===== config.mk =====
export PLATFORM = sky130hd
export DESIGN_NAME = sftm_ctrl
export DESIGN_NICKNAME = d
export VERILOG_FILES = /design/src/rtl/sftm_pkg.sv /design/src/rtl/sftm_ctrl.sv
export SDC_FILE = /design/constraint.sdc
export NUM_CORES = 1
export LEC_CHECK = 0
export BUFFER_PORTS_ARGS = -buffer_cell sky130_fd_sc_hd__buf_2
export CAP_MARGIN = 25
export CORE_MARGIN = 2
export CORE_UTILIZATION = 30
export DETAILED_ROUTE_END_ITERATION = 6
export PLACE_DENSITY = 0.62
export REMOVE_ABC_BUFFERS = 1
export SETUP_SLACK_MARGIN = 0.15
export SYNTH_ARGS = -nofsm -noshare
export SYNTH_HDL_FRONTEND = slang
export SYNTH_SLANG_ARGS = --single-unit

===== constraint.sdc =====
create_clock -name i_clk -period 3.6 [get_ports i_clk]
set_clock_uncertainty 0.1 [all_clocks]
set_input_delay 0.36 -clock i_clk [delete_from_list [all_inputs] [get_ports i_clk]]
set_output_delay 0.36 -clock i_clk [all_outputs]
set_load 0.1 [all_outputs]

===== src/rtl/sftm_pkg.sv =====
// Shared types and constants for the sparse fiber times matrix block.
// Used by sftm_ctrl, sftm_dp and the top level; depends on nothing.
package sftm_pkg;

    localparam int ROW_W   = 8;
    localparam int COL_W   = 4;
    localparam int VAL_W   = 16;
    localparam int PROD_W  = 32;
    localparam int SUM_W   = 40;
    localparam int CFG_W   = 5;
    localparam int IN_TDATA_W  = 32;
    localparam int OUT_TDATA_W = 48;

    localparam logic [CFG_W-1:0] CFG_COLS_RESET = 5'd16;

    // tuser codes on the input channel
    localparam logic OP_LOAD = 1'b0;
    localparam logic OP_NZ   = 1'b1;

    // controller -> datapath
    typedef struct packed {
        logic wr_mem;    // write the matrix entry carried by the input request
        logic take_nz;   // capture a nonzero's row and value
        logic cnt_clr;   // column counter back to zero
        logic mac_go;    // issue one column into the multiply-accumulate pipe
        logic emit_go;   // move one accumulator into the output register
        logic acc_clr;   // drop all accumulators to zero
    } t_cmd;

    // datapath -> controller
    typedef struct packed {
        logic in_op;
        logic in_last;
        logic in_row_ok;
        logic cnt_at_end;
        logic pipe_idle;
        logic out_room;
    } t_sts;

endpackage


===== src/rtl/sftm_ctrl.sv =====
// Controller state machine for the sparse fiber times matrix block.
// Depends on sftm_pkg; drives sftm_dp through t_cmd and reads t_sts.
module sftm_ctrl (
    input  logic           i_clk,
    input  logic           i_rst_n,
    input  logic           i_s_tvalid,
    output logic           o_s_tready,
    input  sftm_pkg::t_sts i_sts,
    output sftm_pkg::t_cmd o_cmd
);
    import sftm_pkg::*;

    typedef enum logic [3:0] {
        S_IDLE  = 4'b0001,
        S_MAC   = 4'b0010,
        S_DRAIN = 4'b0100,
        S_EMIT  = 4'b1000
    } t_state;

    t_state r_state, n_state;
    logic   r_fiber_end, n_fiber_end;
    logic   accept;

    assign o_s_tready = (r_state == S_IDLE);
    assign accept     = i_s_tvalid && o_s_tready;

    always_comb begin
        n_state     = r_state;
        n_fiber_end = r_fiber_end;
        o_cmd       = '0;
        case (r_state)
            S_IDLE: begin
                if (accept) begin
                    if (i_sts.in_op == OP_LOAD) begin
                        o_cmd.wr_mem = 1'b1;
                    end else begin
                        o_cmd.take_nz = 1'b1;
                        o_cmd.cnt_clr = 1'b1;
                        n_fiber_end   = i_sts.in_last;
                        if (i_sts.in_row_ok) begin
                            n_state = S_MAC;
                        end else if (i_sts.in_last) begin
                            n_state = S_DRAIN;
                        end
                    end
                end
            end
            S_MAC: begin
                o_cmd.mac_go = 1'b1;
                if (i_sts.cnt_at_end) begin
                    o_cmd.cnt_clr = 1'b1;
                    n_state = r_fiber_end ? S_DRAIN : S_IDLE;
                end
            end
            S_DRAIN: begin
                if (i_sts.pipe_idle) begin
                    n_state = S_EMIT;
                end
            end
            S_EMIT: begin
                if (i_sts.out_room) begin
                    o_cmd.emit_go = 1'b1;
                    if (i_sts.cnt_at_end) begin
                        o_cmd.acc_clr = 1'b1;
                        o_cmd.cnt_clr = 1'b1;
                        n_state = S_IDLE;
                    end
                end
            end
            default: begin
                n_state = S_IDLE;
            end
        endcase
    end

    always_ff @(posedge i_clk) begin
        if (!i_rst_n) begin
            r_state     <= S_IDLE;
            r_fiber_end <= 1'b0;
        end else begin
            r_state     <= n_state;
            r_fiber_end <= n_fiber_end;
        end
    end

endmodule


[Word-level counts from Yosys, hierarchy flattened]
Index checks and enable logic that the tools add are counted.
Cells by class
  muxes and demuxes: 20
  equality and inequality tests: 11
  reductions and logical operators: 3
Operator list (number)
  2-to-1 mux 4 bit: 8
  one-hot mux 4 bit (4 select lines): 1
  2-to-1 mux 2 bit: 4
  != test 2 bit (second input constant): 4
  AND reduction 7 bit: 1
  2-to-1 mux 3 bit: 2
  equality test 4 x 1 -> 1 bit (second input constant): 1
  equality test 4 x 2 -> 1 bit (second input constant): 1
  equality test 4 x 3 -> 1 bit (second input constant): 1
  equality test 4 bit (second input constant): 1
  2-to-1 mux 1 bit: 4
  != test 2 x 1 -> 1 bit (second input constant): 2
  != test 3 x 1 -> 1 bit (second input constant): 1
  one-hot mux 1 bit (3 select lines): 1
  AND reduction 3 bit: 1
  logical AND 1 bit: 1
Storage, ports and cells
  output and inout port bits: 7
  register bits after elaboration: 5
  input port bits: 9

[Logic depth before layout (Yosys ltp)]
  depth after elaboration: 5
  gate-level depth with buffers: 5
  mapped depth without buffers: 4

[Least setup slack after synthesis]
OpenSTA, ideal clock, no wires.
  kind: flip-flop to output port
  start: register r_state[1]
  end: output port o_cmd[5] (netlist name)
  path slack: 0.090 ns
  path buffers: 1
  cell stages (with the launch flop): 5
  data required time: 3.140 ns
  data arrival time: 3.050 ns
  cell sequence: dfxtp_1 buf_6 nor4b_4 nand2_1 nor2_1
RTL lines
  start, declared: RTL line sftm_ctrl.sv:20  | t_state r_state, n_state;
  start signal, assigned: RTL line sftm_ctrl.sv:81  | r_state <= n_state;
  end, declared: RTL line sftm_ctrl.sv:9  | output sftm_pkg::t_cmd o_cmd

==> run metrics <==
status finished clean; Post-Route WL 836 um; Die Width 41.5 um; number of global-route vias before repair between 300 and 400; largest net degree at the start of global routing 10; CP max stage delay approximately 0.44 ns; I/O pin cnt 16; Post-DP Area just under 500 um^2; Clock transition at path regs 0.04 ns; DR DRC count 0; clock tree from TritonCTS yes; Reg-to-Reg End r_state[3]$_SDFFE_PN0P_; worst path buffer plus inverter count 1; Slowest-stage cell, CP nor4b_4; Post-synth ARST share 0%; Post-synth EDFFs 0; Final Util between 30% and 40%; Core Area between 1000 and 1500 um^2; Netlist Area Pre-Place about 420 um^2; RSZ-0062 raised after global routing no; Crit path max-delay family simple AND/OR/NAND/NOR gates; vias per cell just under 5; Syn Area/Cell 8.27 um^2; WL/cell roughly 10 um; largest area contributor in the netlist dfxtp_1; max_cap viols 0; Crit. path cell count 4; cell area after layout just over 500 um^2; fmax around 460 MHz; commonest cells in the synthesized netlist dfxtp_1, mux2i_1, nand2_1, nor2_1; Final Non-Filler Cells between 80 and 90; post-synthesis cell type count 25; placed cells between 70 and 80; top area cells in the synthesized netlist dfxtp_1, mux2i_1, nor4b_4, buf_6, nor3b_1; diode count 0; RePlAce Congestion 0.780; Cells after Synth ~50; area added between synthesis and finish 21.1%; Slew HR between 60% and 70%; Antenna Nets Post-Route 0; reg2reg path depth 4; Site Rows 13; Total Neg Setup Slack 0 ns; HP Start i_rst_n; Starting Density roughly 32%; cts repair resizes 0; initial antenna violation count 0; Tcrit/Tclk final 61.0%; Worst setup EP type output port; Final Hold Vio Count 0; global-route usage over all layers 11.3%; Detailed Routing Iterations Pass 1 4; Final Max Slew Viols 0; Final setup viols 0; H-tree Lvls 1; Clk Latency, worst-skew pair about 0.24 ns; die height 41.5 um; Post-CTS Setup Inserts 0; worst-margin pin slew a little under 0.5 ns; first-pass GRT wire length 1.56 mm; R2R Setup Slk between 2 and 2.5 ns; Critical Path RT 3.14 ns; Die Area between 1500 and 2000 um^2; top cell type's share of synthesized area between 20% and 30%; clock sinks 5; CP Class register to output port; Critical Path Source Type register; IO buf count 15; crit-path cells nor4b_4 -> nand3_2 -> nand2_1 -> buf_2; post-layout min period approximately 2.2 ns; Hold Path End r_state[0]$_SDFFE_PN1P_; Hold Crit Class primary input to register; CTS root buffer clkbuf_4; #FFs+latches synth 5; Top FF cell, synth dfxtp_1; share of layout cells above drive strength 1 approximately a third; Post-CTS Hold Fix Bufs 0; Seq/Total Area, Yosys a little under a quarter; CTS max path bufs 2; reg2reg start r_state[1]$_SDFFE_PN0P_; cts bufs inserted 3; hpwl dp roughly 700 um; DRT iter0 DRCs 14; NumNets Final 76; Critical Path Fanout Max 9; Yosys warning count 0; Worst EP arrival between 1.5 and 2 ns; worst hold path depth 2; via count around 400; total congestion overflow 0
[cells by family after synthesis]
kind of cell           after synthesis  synth area share [%]
AO/OA/AOI/OAI                        7                  11.9
XOR/XNOR                             1                  2.08
buffers and inverters                5                  8.31
flip-flops                           5                  23.7
multiplexers                         5                  11.9
AND/OR/NAND/NOR                     28                  42.1
[area by class of cell]
type	count	area (um^2)
Timing Repair Buffer	15	75.1
Clock buffer	4	26.3
Multi-Input combinational cell	41	287
Fill cell	142	791
Sequential cell	5	100
Tap cell	15	18.8
Inverter	1	3.75
[sequential cells by signal, indices dropped and copies added, names as in the netlist]
signal       cells
r_fiber_end      1
r_state          4
[routing by layer]
metal  GRT usage [%]  wire (um)  part of all wire (%)
met5               0          0                     0
met4            5.81          0                     0
met3            3.04         55                   6.6
met2            17.5        403                    48
met1            14.2        377                    45
[worst reg2reg max path, delay by kind of cell (launching register included)]
| family | cells | cell delay, ns |
|---|---|---|
| and+or+nand+nor | 1 | 0.25 |
| muxes | 1 | 0.22 |
| DFF | 1 | 0.50 |
| AOI/OAI and AO/OA | 2 | 0.41 |
[placed cells by master, fill, tap and decap left out, types with 2 or more instances in the layout]
master / count
nor2_1: 5
mux2i_1: 5
nor2b_1: 2
buf_2: 15
and2_1: 3
o21ai_0: 2
dfxtp_1: 5
clkbuf_4: 3
nand2_1: 5
nand3_1: 2
o211ai_1: 3
nor3b_1: 3
[worst max-delay path by stage]
stage	from	end	slack (ns)
after floorplan	r_state[1]$_SDFFE_PN0P_	o_cmd[5]	0.11
after global placement	r_state[1]$_SDFFE_PN0P_	o_cmd[3]	1.72
after detailed placement	r_state[2]$_SDFFE_PN0P_	o_cmd[3]	1.65
after CTS	r_state[2]$_SDFFE_PN0P_	o_cmd[3]	1.38
after global routing	r_state[2]$_SDFFE_PN0P_	o_cmd[4]	1.26
final	r_state[2]$_SDFFE_PN0P_	o_cmd[3]	1.41
[metrics by stage]
stage / worst slack, ns / hold slack [ns]
floorplan: 0.114 / 0.359
global placement: 1.72 / 0.459
detailed placement: 1.65 / 0.450
CTS: 1.38 / 0.288
global route: 1.26 / 0.306
finish: 1.41 / 0.297
Power is left out: the tool's default activity adds up to more than one toggle a clock period on the data nets, which glitch-free logic cannot reach.
